===== src/rtl/i2a_pkg.sv =====
// Shared types, constants and small lookup functions for the integer-to-ASCII formatter.
// Used by i2a_divu and integer_to_ascii_formatter_core; depends on nothing else.
package i2a_pkg;

    // Sizes of the digit store and the saturation limit for width and digit count.
    localparam int DIGIT_BUFFER = 32;
    localparam int MAX_FIELD    = 60;
    localparam int CNT_W        = $clog2(DIGIT_BUFFER + 1);
    localparam int IDX_W        = $clog2(DIGIT_BUFFER);

    // Bit positions inside format_flags.
    localparam int F_LEFT   = 0;
    localparam int F_PLUS   = 1;
    localparam int F_SPACE  = 2;
    localparam int F_ALT    = 3;
    localparam int F_ZERO   = 4;
    localparam int F_SIGNED = 5;
    localparam int F_LOWER  = 6;

    // Base limits and the two bases that take a prefix.
    localparam logic [4:0] RADIX_MIN = 5'd2;
    localparam logic [4:0] RADIX_MAX = 5'd16;
    localparam logic [4:0] RADIX_OCT = 5'd8;
    localparam logic [4:0] RADIX_HEX = 5'd16;

    // ASCII codes.
    localparam logic [7:0] CH_NONE  = 8'h00;
    localparam logic [7:0] CH_SPACE = 8'h20;
    localparam logic [7:0] CH_PLUS  = 8'h2B;
    localparam logic [7:0] CH_MINUS = 8'h2D;
    localparam logic [7:0] CH_ZERO  = 8'h30;
    localparam logic [7:0] CH_UP_A  = 8'h41;
    localparam logic [7:0] CH_LO_A  = 8'h61;
    localparam logic [7:0] CH_UP_X  = 8'h58;
    localparam logic [7:0] CH_LO_X  = 8'h78;

    // Result of one division step, passed from the divider to the sequencer.
    typedef struct packed {
        logic        done;
        logic [31:0] quot;
        logic [3:0]  rem;
    } div_res_t;

    // floor(2^32 / base); the product with it underestimates the quotient by at most one.
    function automatic logic [31:0] recip(input logic [4:0] base);
        logic [31:0] m;
        begin
            case (base)
                5'd2:    m = 32'h8000_0000;
                5'd3:    m = 32'h5555_5555;
                5'd4:    m = 32'h4000_0000;
                5'd5:    m = 32'h3333_3333;
                5'd6:    m = 32'h2AAA_AAAA;
                5'd7:    m = 32'h2492_4924;
                5'd8:    m = 32'h2000_0000;
                5'd9:    m = 32'h1C71_C71C;
                5'd10:   m = 32'h1999_9999;
                5'd11:   m = 32'h1745_D174;
                5'd12:   m = 32'h1555_5555;
                5'd13:   m = 32'h13B1_3B13;
                5'd14:   m = 32'h1249_2492;
                5'd15:   m = 32'h1111_1111;
                5'd16:   m = 32'h1000_0000;
                default: m = 32'h0000_0000;
            endcase
            return m;
        end
    endfunction

    // Maps a digit value to its ASCII character in the chosen case.
    function automatic logic [7:0] digit_char(input logic [3:0] d, input logic lower);
        logic [7:0] ch;
        begin
            if (d < 4'd10) begin
                ch = CH_ZERO + {4'b0, d};
            end else if (lower) begin
                ch = CH_LO_A + {4'b0, d} - 8'd10;
            end else begin
                ch = CH_UP_A + {4'b0, d} - 8'd10;
            end
            return ch;
        end
    endfunction

    // Sign-extends a 7-bit count and clamps it at the field limit.
    function automatic logic signed [7:0] sat_field(input logic [6:0] f);
        logic signed [7:0] x;
        begin
            x = $signed({f[6], f});
            if (x > $signed(8'(MAX_FIELD))) begin
                x = $signed(8'(MAX_FIELD));
            end
            return x;
        end
    endfunction

endpackage


===== src/rtl/integer_to_ascii_formatter_core.sv =====
// Top level of the printf-style integer formatter: sequencer, digit store and output register.
// Depends on i2a_pkg and instantiates i2a_divu.
//
// Usage: drive value, radix, format_flags, field_width and min_digits with start high;
// the item is taken at a clock edge where busy is low. busy stays high until the last
// character has been produced. Characters come out on text_char one per strobe of
// char_valid, most significant part first, and last_char marks the final one. The
// receiver cannot stall: each character is present for exactly one cycle.
// Steps: each digit passes through the shared reciprocal-multiply divider
// (multiply, correct, write back), then a setup state, then one character per cycle,
// except in states where a formatting phase emits nothing.
// The first character can be on the outputs in the cycle after the sequencer enters the
// leading-pad phase.
// A radix outside 2 to 16 is taken and produces no characters; busy stays low.
// Reset clears the sequencer and the output strobe; the block is idle afterward.
module integer_to_ascii_formatter_core (
    input  logic        clk,
    input  logic        rst_n,
    input  logic        start,
    output logic        busy,
    input  logic [31:0] value,
    input  logic [4:0]  radix,
    input  logic [6:0]  format_flags,
    input  logic [6:0]  field_width,
    input  logic [6:0]  min_digits,
    output logic        char_valid,
    output logic [7:0]  text_char,
    output logic        last_char
);

    localparam logic [3:0] ST_IDLE    = 4'd0;
    localparam logic [3:0] ST_DIVGO   = 4'd1;
    localparam logic [3:0] ST_DIVWAIT = 4'd2;
    localparam logic [3:0] ST_SETUP   = 4'd3;
    localparam logic [3:0] ST_LEAD    = 4'd4;
    localparam logic [3:0] ST_SIGN    = 4'd5;
    localparam logic [3:0] ST_PFX0    = 4'd6;
    localparam logic [3:0] ST_PFXX    = 4'd7;
    localparam logic [3:0] ST_ZPAD    = 4'd8;
    localparam logic [3:0] ST_PREC    = 4'd9;
    localparam logic [3:0] ST_DIGIT   = 4'd10;
    localparam logic [3:0] ST_TRAIL   = 4'd11;

    localparam int CNT_W = i2a_pkg::CNT_W;
    localparam int IDX_W = i2a_pkg::IDX_W;

    logic [3:0]              state_reg, state_next;
    logic [31:0]             mag_reg, mag_next;
    logic [4:0]              base_reg, base_next;
    logic [6:0]              flags_reg, flags_next;
    logic                    nz_reg, nz_next;
    logic [7:0]              sign_reg, sign_next;
    logic signed [7:0]       wide_reg, wide_next;
    logic signed [7:0]       prec_reg, prec_next;
    logic [CNT_W-1:0]        cnt_reg, cnt_next;
    logic [3:0]              dig_reg [i2a_pkg::DIGIT_BUFFER];
    logic [3:0]              dig_rd_reg;
    logic                    valid_reg, valid_next;
    logic [7:0]              char_reg, char_next;
    logic                    last_reg, last_next;

    logic                    dig_we;
    logic [IDX_W-1:0]        dig_waddr;
    logic [3:0]              dig_wdata;
    logic [IDX_W-1:0]        dig_raddr;

    logic                    div_go;
    i2a_pkg::div_res_t       div_res;

    logic                    accept;
    logic                    radix_ok;
    logic                    neg_in;
    logic [31:0]             mag_in;
    logic [7:0]              sign_in;
    logic                    alt_in;
    logic                    hex_pfx_in;
    logic                    oct_alt_in;
    logic [7:0]              wide_adj;
    logic signed [7:0]       cnt_s;
    logic signed [7:0]       prec_max;
    logic                    left;
    logic                    wide_pos;
    logic                    alt_pfx;

    // Shared divide-by-base unit.
    i2a_divu u_divu (
        .clk      (clk),
        .rst_n    (rst_n),
        .go       (div_go),
        .dividend (mag_reg),
        .radix    (base_reg),
        .res      (div_res)
    );

    // Decode of an incoming item: sign, magnitude and width adjustments.
    assign accept     = start && !busy;
    assign radix_ok   = (radix >= i2a_pkg::RADIX_MIN) && (radix <= i2a_pkg::RADIX_MAX);
    assign neg_in     = format_flags[i2a_pkg::F_SIGNED] && value[31];
    assign mag_in     = neg_in ? (32'd0 - value) : value;
    assign alt_in     = format_flags[i2a_pkg::F_ALT];
    assign hex_pfx_in = alt_in && (radix == i2a_pkg::RADIX_HEX) && (value != 32'd0);
    assign oct_alt_in = alt_in && (radix == i2a_pkg::RADIX_OCT);

    always_comb
    begin
        if (neg_in)
        begin
            sign_in = i2a_pkg::CH_MINUS;
        end
        else if (format_flags[i2a_pkg::F_PLUS])
        begin
            sign_in = i2a_pkg::CH_PLUS;
        end
        else if (format_flags[i2a_pkg::F_SPACE])
        begin
            sign_in = i2a_pkg::CH_SPACE;
        end
        else
        begin
            sign_in = i2a_pkg::CH_NONE;
        end
    end

    assign wide_adj = 8'(sign_in != i2a_pkg::CH_NONE) + (hex_pfx_in ? 8'd2 : 8'd0)
                    + 8'(oct_alt_in);

    // Helpers for the output phases.
    assign cnt_s     = $signed({{(8 - CNT_W){1'b0}}, cnt_reg});
    assign prec_max  = (prec_reg > cnt_s) ? prec_reg : cnt_s;
    assign left      = flags_reg[i2a_pkg::F_LEFT];
    assign wide_pos  = wide_reg > 8'sd0;
    assign alt_pfx   = flags_reg[i2a_pkg::F_ALT] && nz_reg;

    // The read address follows the next count, so the registered digit is ready in time.
    assign dig_raddr = IDX_W'(cnt_next - 1'b1);

    // Sequencer: digit extraction, then one formatting phase after another.
    always_comb
    begin
        state_next = state_reg;
        mag_next   = mag_reg;
        base_next  = base_reg;
        flags_next = flags_reg;
        nz_next    = nz_reg;
        sign_next  = sign_reg;
        wide_next  = wide_reg;
        prec_next  = prec_reg;
        cnt_next   = cnt_reg;
        valid_next = 1'b0;
        char_next  = char_reg;
        last_next  = 1'b0;
        dig_we     = 1'b0;
        dig_waddr  = cnt_reg[IDX_W-1:0];
        dig_wdata  = div_res.rem;
        div_go     = 1'b0;

        case (state_reg)
            ST_IDLE:
            begin
                if (accept && radix_ok)
                begin
                    mag_next   = mag_in;
                    base_next  = radix;
                    flags_next = format_flags;
                    nz_next    = value != 32'd0;
                    sign_next  = sign_in;
                    wide_next  = i2a_pkg::sat_field(field_width) - $signed(wide_adj);
                    prec_next  = i2a_pkg::sat_field(min_digits)
                               - $signed(8'(oct_alt_in));
                    if (mag_in == 32'd0)
                    begin
                        // A zero value is the single digit zero.
                        dig_we     = 1'b1;
                        dig_waddr  = '0;
                        dig_wdata  = 4'd0;
                        cnt_next   = CNT_W'(1);
                        state_next = ST_SETUP;
                    end
                    else
                    begin
                        cnt_next   = '0;
                        state_next = ST_DIVGO;
                    end
                end
            end
            ST_DIVGO:
            begin
                div_go     = 1'b1;
                state_next = ST_DIVWAIT;
            end
            ST_DIVWAIT:
            begin
                if (div_res.done)
                begin
                    dig_we   = 1'b1;
                    mag_next = div_res.quot;
                    cnt_next = cnt_reg + 1'b1;
                    if ((div_res.quot == 32'd0)
                        || (cnt_reg == CNT_W'(i2a_pkg::DIGIT_BUFFER - 1)))
                    begin
                        state_next = ST_SETUP;
                    end
                    else
                    begin
                        state_next = ST_DIVGO;
                    end
                end
            end
            ST_SETUP:
            begin
                prec_next  = prec_max;
                wide_next  = wide_reg - prec_max;
                state_next = ST_LEAD;
            end
            ST_LEAD:
            begin
                if (!left && !flags_reg[i2a_pkg::F_ZERO] && wide_pos)
                begin
                    valid_next = 1'b1;
                    char_next  = i2a_pkg::CH_SPACE;
                    wide_next  = wide_reg - 8'sd1;
                end
                else
                begin
                    state_next = ST_SIGN;
                end
            end
            ST_SIGN:
            begin
                if (sign_reg != i2a_pkg::CH_NONE)
                begin
                    valid_next = 1'b1;
                    char_next  = sign_reg;
                end
                state_next = ST_PFX0;
            end
            ST_PFX0:
            begin
                if (alt_pfx && ((base_reg == i2a_pkg::RADIX_OCT)
                                || (base_reg == i2a_pkg::RADIX_HEX)))
                begin
                    valid_next = 1'b1;
                    char_next  = i2a_pkg::CH_ZERO;
                end
                state_next = ST_PFXX;
            end
            ST_PFXX:
            begin
                if (alt_pfx && (base_reg == i2a_pkg::RADIX_HEX))
                begin
                    valid_next = 1'b1;
                    char_next  = flags_reg[i2a_pkg::F_LOWER] ? i2a_pkg::CH_LO_X
                                                              : i2a_pkg::CH_UP_X;
                end
                state_next = ST_ZPAD;
            end
            ST_ZPAD:
            begin
                if (!left && wide_pos)
                begin
                    valid_next = 1'b1;
                    char_next  = i2a_pkg::CH_ZERO;
                    wide_next  = wide_reg - 8'sd1;
                end
                else
                begin
                    state_next = ST_PREC;
                end
            end
            ST_PREC:
            begin
                if (prec_reg > cnt_s)
                begin
                    valid_next = 1'b1;
                    char_next  = i2a_pkg::CH_ZERO;
                    prec_next  = prec_reg - 8'sd1;
                end
                else
                begin
                    state_next = ST_DIGIT;
                end
            end
            ST_DIGIT:
            begin
                // Digits were stored least significant first, so read them backward.
                valid_next = 1'b1;
                char_next  = i2a_pkg::digit_char(dig_rd_reg, flags_reg[i2a_pkg::F_LOWER]);
                cnt_next   = cnt_reg - 1'b1;
                if (cnt_reg == CNT_W'(1))
                begin
                    last_next  = !wide_pos;
                    state_next = wide_pos ? ST_TRAIL : ST_IDLE;
                end
            end
            ST_TRAIL:
            begin
                valid_next = 1'b1;
                char_next  = i2a_pkg::CH_SPACE;
                wide_next  = wide_reg - 8'sd1;
                if (wide_reg == 8'sd1)
                begin
                    last_next  = 1'b1;
                    state_next = ST_IDLE;
                end
            end
            default:
            begin
                state_next = ST_IDLE;
            end
        endcase
    end

    // Control registers.
    always_ff @(posedge clk or negedge rst_n)
    begin
        if (!rst_n)
        begin
            state_reg <= ST_IDLE;
            valid_reg <= 1'b0;
            last_reg  <= 1'b0;
        end
        else
        begin
            state_reg <= state_next;
            valid_reg <= valid_next;
            last_reg  <= last_next;
        end
    end

    // Payload registers.
    always_ff @(posedge clk)
    begin
        mag_reg   <= mag_next;
        base_reg  <= base_next;
        flags_reg <= flags_next;
        nz_reg    <= nz_next;
        sign_reg  <= sign_next;
        wide_reg  <= wide_next;
        prec_reg  <= prec_next;
        cnt_reg   <= cnt_next;
        char_reg  <= char_next;
    end

    // Digit store, written one digit per division and read through a register.
    always_ff @(posedge clk)
    begin
        if (dig_we)
        begin
            dig_reg[dig_waddr] <= dig_wdata;
        end
        dig_rd_reg <= dig_reg[dig_raddr];
    end

    assign busy       = state_reg != ST_IDLE;
    assign char_valid = valid_reg;
    assign text_char  = char_reg;
    assign last_char  = last_reg;

    // The last-character mark only comes with a character.
    a_last_has_valid: assert property (@(posedge clk) disable iff (!rst_n)
        last_char |-> char_valid)
        else $error("last_char without char_valid");

    // After the final character no further character follows at once.
    a_gap_after_last: assert property (@(posedge clk) disable iff (!rst_n)
        (char_valid && last_char) |=> !char_valid)
        else $error("character directly after last_char");

    // An item with a valid base makes the block busy.
    a_busy_on_accept: assert property (@(posedge clk) disable iff (!rst_n)
        (start && !busy && (radix >= i2a_pkg::RADIX_MIN) && (radix <= i2a_pkg::RADIX_MAX))
        |=> busy)
        else $error("valid item accepted but block not busy");

    // The divider only reports a result while the sequencer waits for it.
    a_div_done_in_wait: assert property (@(posedge clk) disable iff (!rst_n)
        div_res.done |-> (state_reg == ST_DIVWAIT))
        else $error("divider result outside wait phase");

endmodule


===== src/rtl/i2a_divu.sv =====
// Shared divide-by-base unit: quotient and remainder of a 32-bit value by a base of 2 to 16.
// Uses a reciprocal multiply and one correction step; depends on i2a_pkg.
module i2a_divu (
    input  logic               clk,
    input  logic               rst_n,
    input  logic               go,
    input  logic [31:0]        dividend,
    input  logic [4:0]         radix,
    output i2a_pkg::div_res_t  res
);

    logic        s1_valid_reg;
    logic [31:0] prod_hi_reg;
    logic [5:0]  num_lo_reg;
    logic [4:0]  base_reg;
    logic        done_reg;
    logic [31:0] quot_reg;
    logic [3:0]  rem_reg;

    logic [63:0] prod;
    logic [31:0] q0;
    logic [10:0] qb_full;
    logic [5:0]  r0;
    logic        fix;
    logic [5:0]  r_fixed;

    // Stage one: multiply by the reciprocal of the base.
    assign prod = dividend * i2a_pkg::recip(radix);

    // Stage two: remainder from the low bits only, since it is below twice the base.
    assign q0      = prod_hi_reg;
    assign qb_full = q0[5:0] * base_reg;
    assign r0      = num_lo_reg - qb_full[5:0];
    assign fix     = r0 >= {1'b0, base_reg};
    assign r_fixed = fix ? (r0 - {1'b0, base_reg}) : r0;

    always_ff @(posedge clk or negedge rst_n)
    begin
        if (!rst_n)
        begin
            s1_valid_reg <= 1'b0;
            done_reg     <= 1'b0;
        end
        else
        begin
            s1_valid_reg <= go;
            done_reg     <= s1_valid_reg;
        end
    end

    // Payload registers of both stages.
    always_ff @(posedge clk)
    begin
        if (go)
        begin
            prod_hi_reg <= prod[63:32];
            num_lo_reg  <= dividend[5:0];
            base_reg    <= radix;
        end
        if (s1_valid_reg)
        begin
            quot_reg <= fix ? (q0 + 32'd1) : q0;
            rem_reg  <= r_fixed[3:0];
        end
    end

    assign res.done = done_reg;
    assign res.quot = quot_reg;
    assign res.rem  = rem_reg;

endmodule

===== config.mk =====
export PLATFORM = sky130hd
export DESIGN_NAME = integer_to_ascii_formatter_core
export DESIGN_NICKNAME = d
export VERILOG_FILES = /design/src/rtl/i2a_pkg.sv /design/src/rtl/integer_to_ascii_formatter_core.sv /design/src/rtl/i2a_divu.sv
export SDC_FILE = /design/constraint.sdc
export NUM_CORES = 2
export LEC_CHECK = 0
export BUFFER_PORTS_ARGS = -buffer_cell sky130_fd_sc_hd__buf_2
export CAP_MARGIN = 20
export CORE_ASPECT_RATIO = 1.2
export CORE_UTILIZATION = 60
export CTS_BUF_LIST = sky130_fd_sc_hd__clkbuf_2
export DETAILED_ROUTE_END_ITERATION = 10
export PLACE_DENSITY = 0.81
export SLEW_MARGIN = 30
export SYNTH_ARGS = -nofsm -noshare
export SYNTH_HDL_FRONTEND = slang
export SYNTH_HIERARCHICAL = 1
export SYNTH_SLANG_ARGS = --single-unit
export TNS_END_PERCENT = 1

===== constraint.sdc =====
create_clock -name clk -period 24.5 [get_ports clk]
set_input_delay 4.9 -clock clk [delete_from_list [all_inputs] [get_ports clk]]
set_output_delay 4.9 -clock clk [all_outputs]
set_load 0.01 [all_outputs]

==> summary.md <==
| Metric | Value |
|---|---|
| Async set-reset flop share out of synthesis | 2.72% |
| Routability cong. | 0.977 |
| First-pass DRT Iterations | 7 |
| Routed wire length | 136000 um |
| Initial antenna violation count | 5 |
| Critical Path End Type | flop |
| Syn Area/Cell | 10.0 um2 |
| TNS Setup | 0 ns |
| Worst-case clock buffer depth | 3 |
| Number of I/O pins | 72 |
| Critical path class | flop to flop |
| Hold_sp | u_divu/quot_reg[16] |
| Wire per inst | 23.6 um |
| Most common cell on crit path | fa_1 |
| Crit share post-route | 42.4% |
| GRT busiest layer | met2 |
| Via count | 34800 |
| Synth Cell Area | 46700 um2 |
| Standard-cell rows | 111 |
| DIE AREA | 79000 um2 |
| Status | completed |
| Count of state elements after synthesis | 294 |
| Max Fclk | 0.0963 GHz |
| Area growth, synth to finish | 4.59% |
| Buf+Inv Stages, Crit Path | 8 |
| Post-synth EDFFs | 277 |
| Final #Nets | 5957 |
| Cts bufs inserted | 73 |
| Die height | 308 um |
| Endpoints failing setup | 0 |
| Total track usage | 35.5% |
| CTS root buf | clkbuf_2 |
| Drt via density | 6.05 |
| Top cell type by total area after synthesis | fa_1 |
| CP top delay family | adder cells |
| CP max-delay cell | and3_2 |
| Post-cts resize count | 0 |
| Max cap viols | 0 |
| TritonCTS clock tree | yes |
| Top_reg_cell synth | edfxtp_1 |
| Remaining Overflow, GRT | 0 |
| Worst-path clk slew | 0.11 ns |
| RSZ-0062 raised after global routing | no |
| Initial Util | 60.9% |
| HPWL after DPL | 103000 um |
| Port Buffer Count | 70 |
| Largest cells by area after synthesis | fa_1, edfxtp_1, ha_1, inv_1, and2_1 |
| Clk_skew | 0.125 ns |
| Pin count of the biggest net entering global routing | 45 |
| Clock Latency Late Sink | 0.96 ns |
| Fin area | 48900 um2 |
| Die width | 257 um |
| Hold Path Class | flop to flop |
| First-pass GRT wire length | 211000 um |
| R2r startpoint | base_reg[0] |
| Layout cells sized above 1 | 7.29% |
| H-tree depth | 3 |
| Clock sink count | 294 |
| Setup Buffers After CTS | 0 |
| DRC viols | 0 |
| Met2 usage | 58.1% |
| Worst-path maximum fanout | 32 |
| Arr. time, crit path | 11.11 ns |
| CTS Hold Buffers Added | 0 |
| Slew margin rel. | 30.4% |
| CP Launch Type | flop |
| Detail Route Antenna Nets | 0 |
| Most common cell after layout, fill and taps aside | inv_1 |
| Commonest non-fill, non-tap cells in the layout | inv_1, fa_1, nand2_1, and2_1, ha_1 |
| Initial drt markers | 3530 |
| Transition time at the pin with the least slew margin | 1.04 ns |
| Placed inst area | 48200 um2 |
| Mapped Nets | 5948 |
| Critical Path Source | base_reg[0] |
| GR Util met3 | 7.35% |
| Final Hold Vio Count | 0 |
| GRT met1 Usage | 43.4% |
| Worst path max stage delay | 0.86 ns |
| Distinct cells, synth | 107 |
| Vias in the first global route | 37400 |
| Top cell type's share of synthesized area | 38.7% |
| Fin crit period | 10.39 ns |
| Max reg flops | 128 |
| Worst EP required | 25.22 ns |
| Synth Warn # | 6 |
| Seq/Total Area, Yosys | 18.6% |
| Core area | 76800 um2 |
| Synthesized instance count | 4671 |
| Slew Limit Fails | 0 |
synth_stat cells (all sizes together), types with 37 or more instances:
cell type,instances
inv,1003
fa,903
nand2,482
and2,429
ha,313
edfxtp,277
clkbuf,184
nor2,147
a21oi,121
o21ai,93
xnor2,84
nor3,59
xor2,55
nand3,51
a21o,37
final timing paths:
check / to / slack, ns / cells past startpoint
hold / removal: mag_reg[16] / 0.52 / 2
max in group asynchronous: u_divu/s1_valid_reg / 20.45 / 1
setup / recovery: u_divu/prod_hi_reg[26] / 14.11 / 32
hold reg to reg: mag_reg[16] / 0.52 / 2
min in group asynchronous: char_valid / 3.80 / 1
setup reg to reg: u_divu/prod_hi_reg[26] / 14.11 / 32
worst register-to-register path, delay by kind of cell, from the launching register on:
family	cells	cell delay, ns
AO/OA/AOI/OAI	8	1.75
buffers and inverters	8	0.99
adder cells (fa/ha/maj)	10	4.80
XOR/XNOR	1	0.14
AND/OR/NAND/NOR	5	2.01
flip-flops	1	0.53
layer usage:
metal	part of all wire [%]	routed length, um	vias up
li1	-	-	14600
met2	47	64100	2245
met3	11	15100	661
met1	35	46900	17300
met4	7.2	9770	0
met5	0	0	-
cells by family after synthesis:
logic type | after synthesis | share of synthesized area, %
buf+inv | 1208 | 9.80
flops | 294 | 18.6
simple gates | 1337 | 14.7
fa+ha+maj | 1216 | 47.0
mux | 31 | 0.760
compound gates | 445 | 6.45
other cells | 1 | 0.00802
xor+xnor | 139 | 2.66
area by class of cell:
class                           instances  area, um2
Clock inverter                         20        103
Inverter                             1005       3770
Clock buffer                          108        541
Sequential cell                       294       8700
Antenna cell                            5       12.5
Timing Repair Buffer                  137        895
Tap cell                             1017       1270
Multi-Input combinational cell       3169      33600
Fill cell                            6002      27900
metrics by stage:
| step | utilization (%) | hold slack, ns | std cells | setup WS, ns |
|---|---|---|---|---|
| 2_1_floorplan | - | 0.444 | 4671 | 15.96 |
| 3_3_place_gp | 62.7 | 0.541 | 5615 | 14.34 |
| 3_5_place_dp | 62.8 | 0.553 | 5620 | 14.20 |
| 4_1_cts | 63.6 | 0.503 | 5748 | 14.25 |
| 5_1_grt | 63.7 | 0.544 | 5753 | 13.83 |
| 6_report | 63.7 | 0.517 | 5755 | 14.11 |
Power is left out: the tool's default activity adds up to more than one toggle a clock period on the data nets, which glitch-free logic cannot reach.
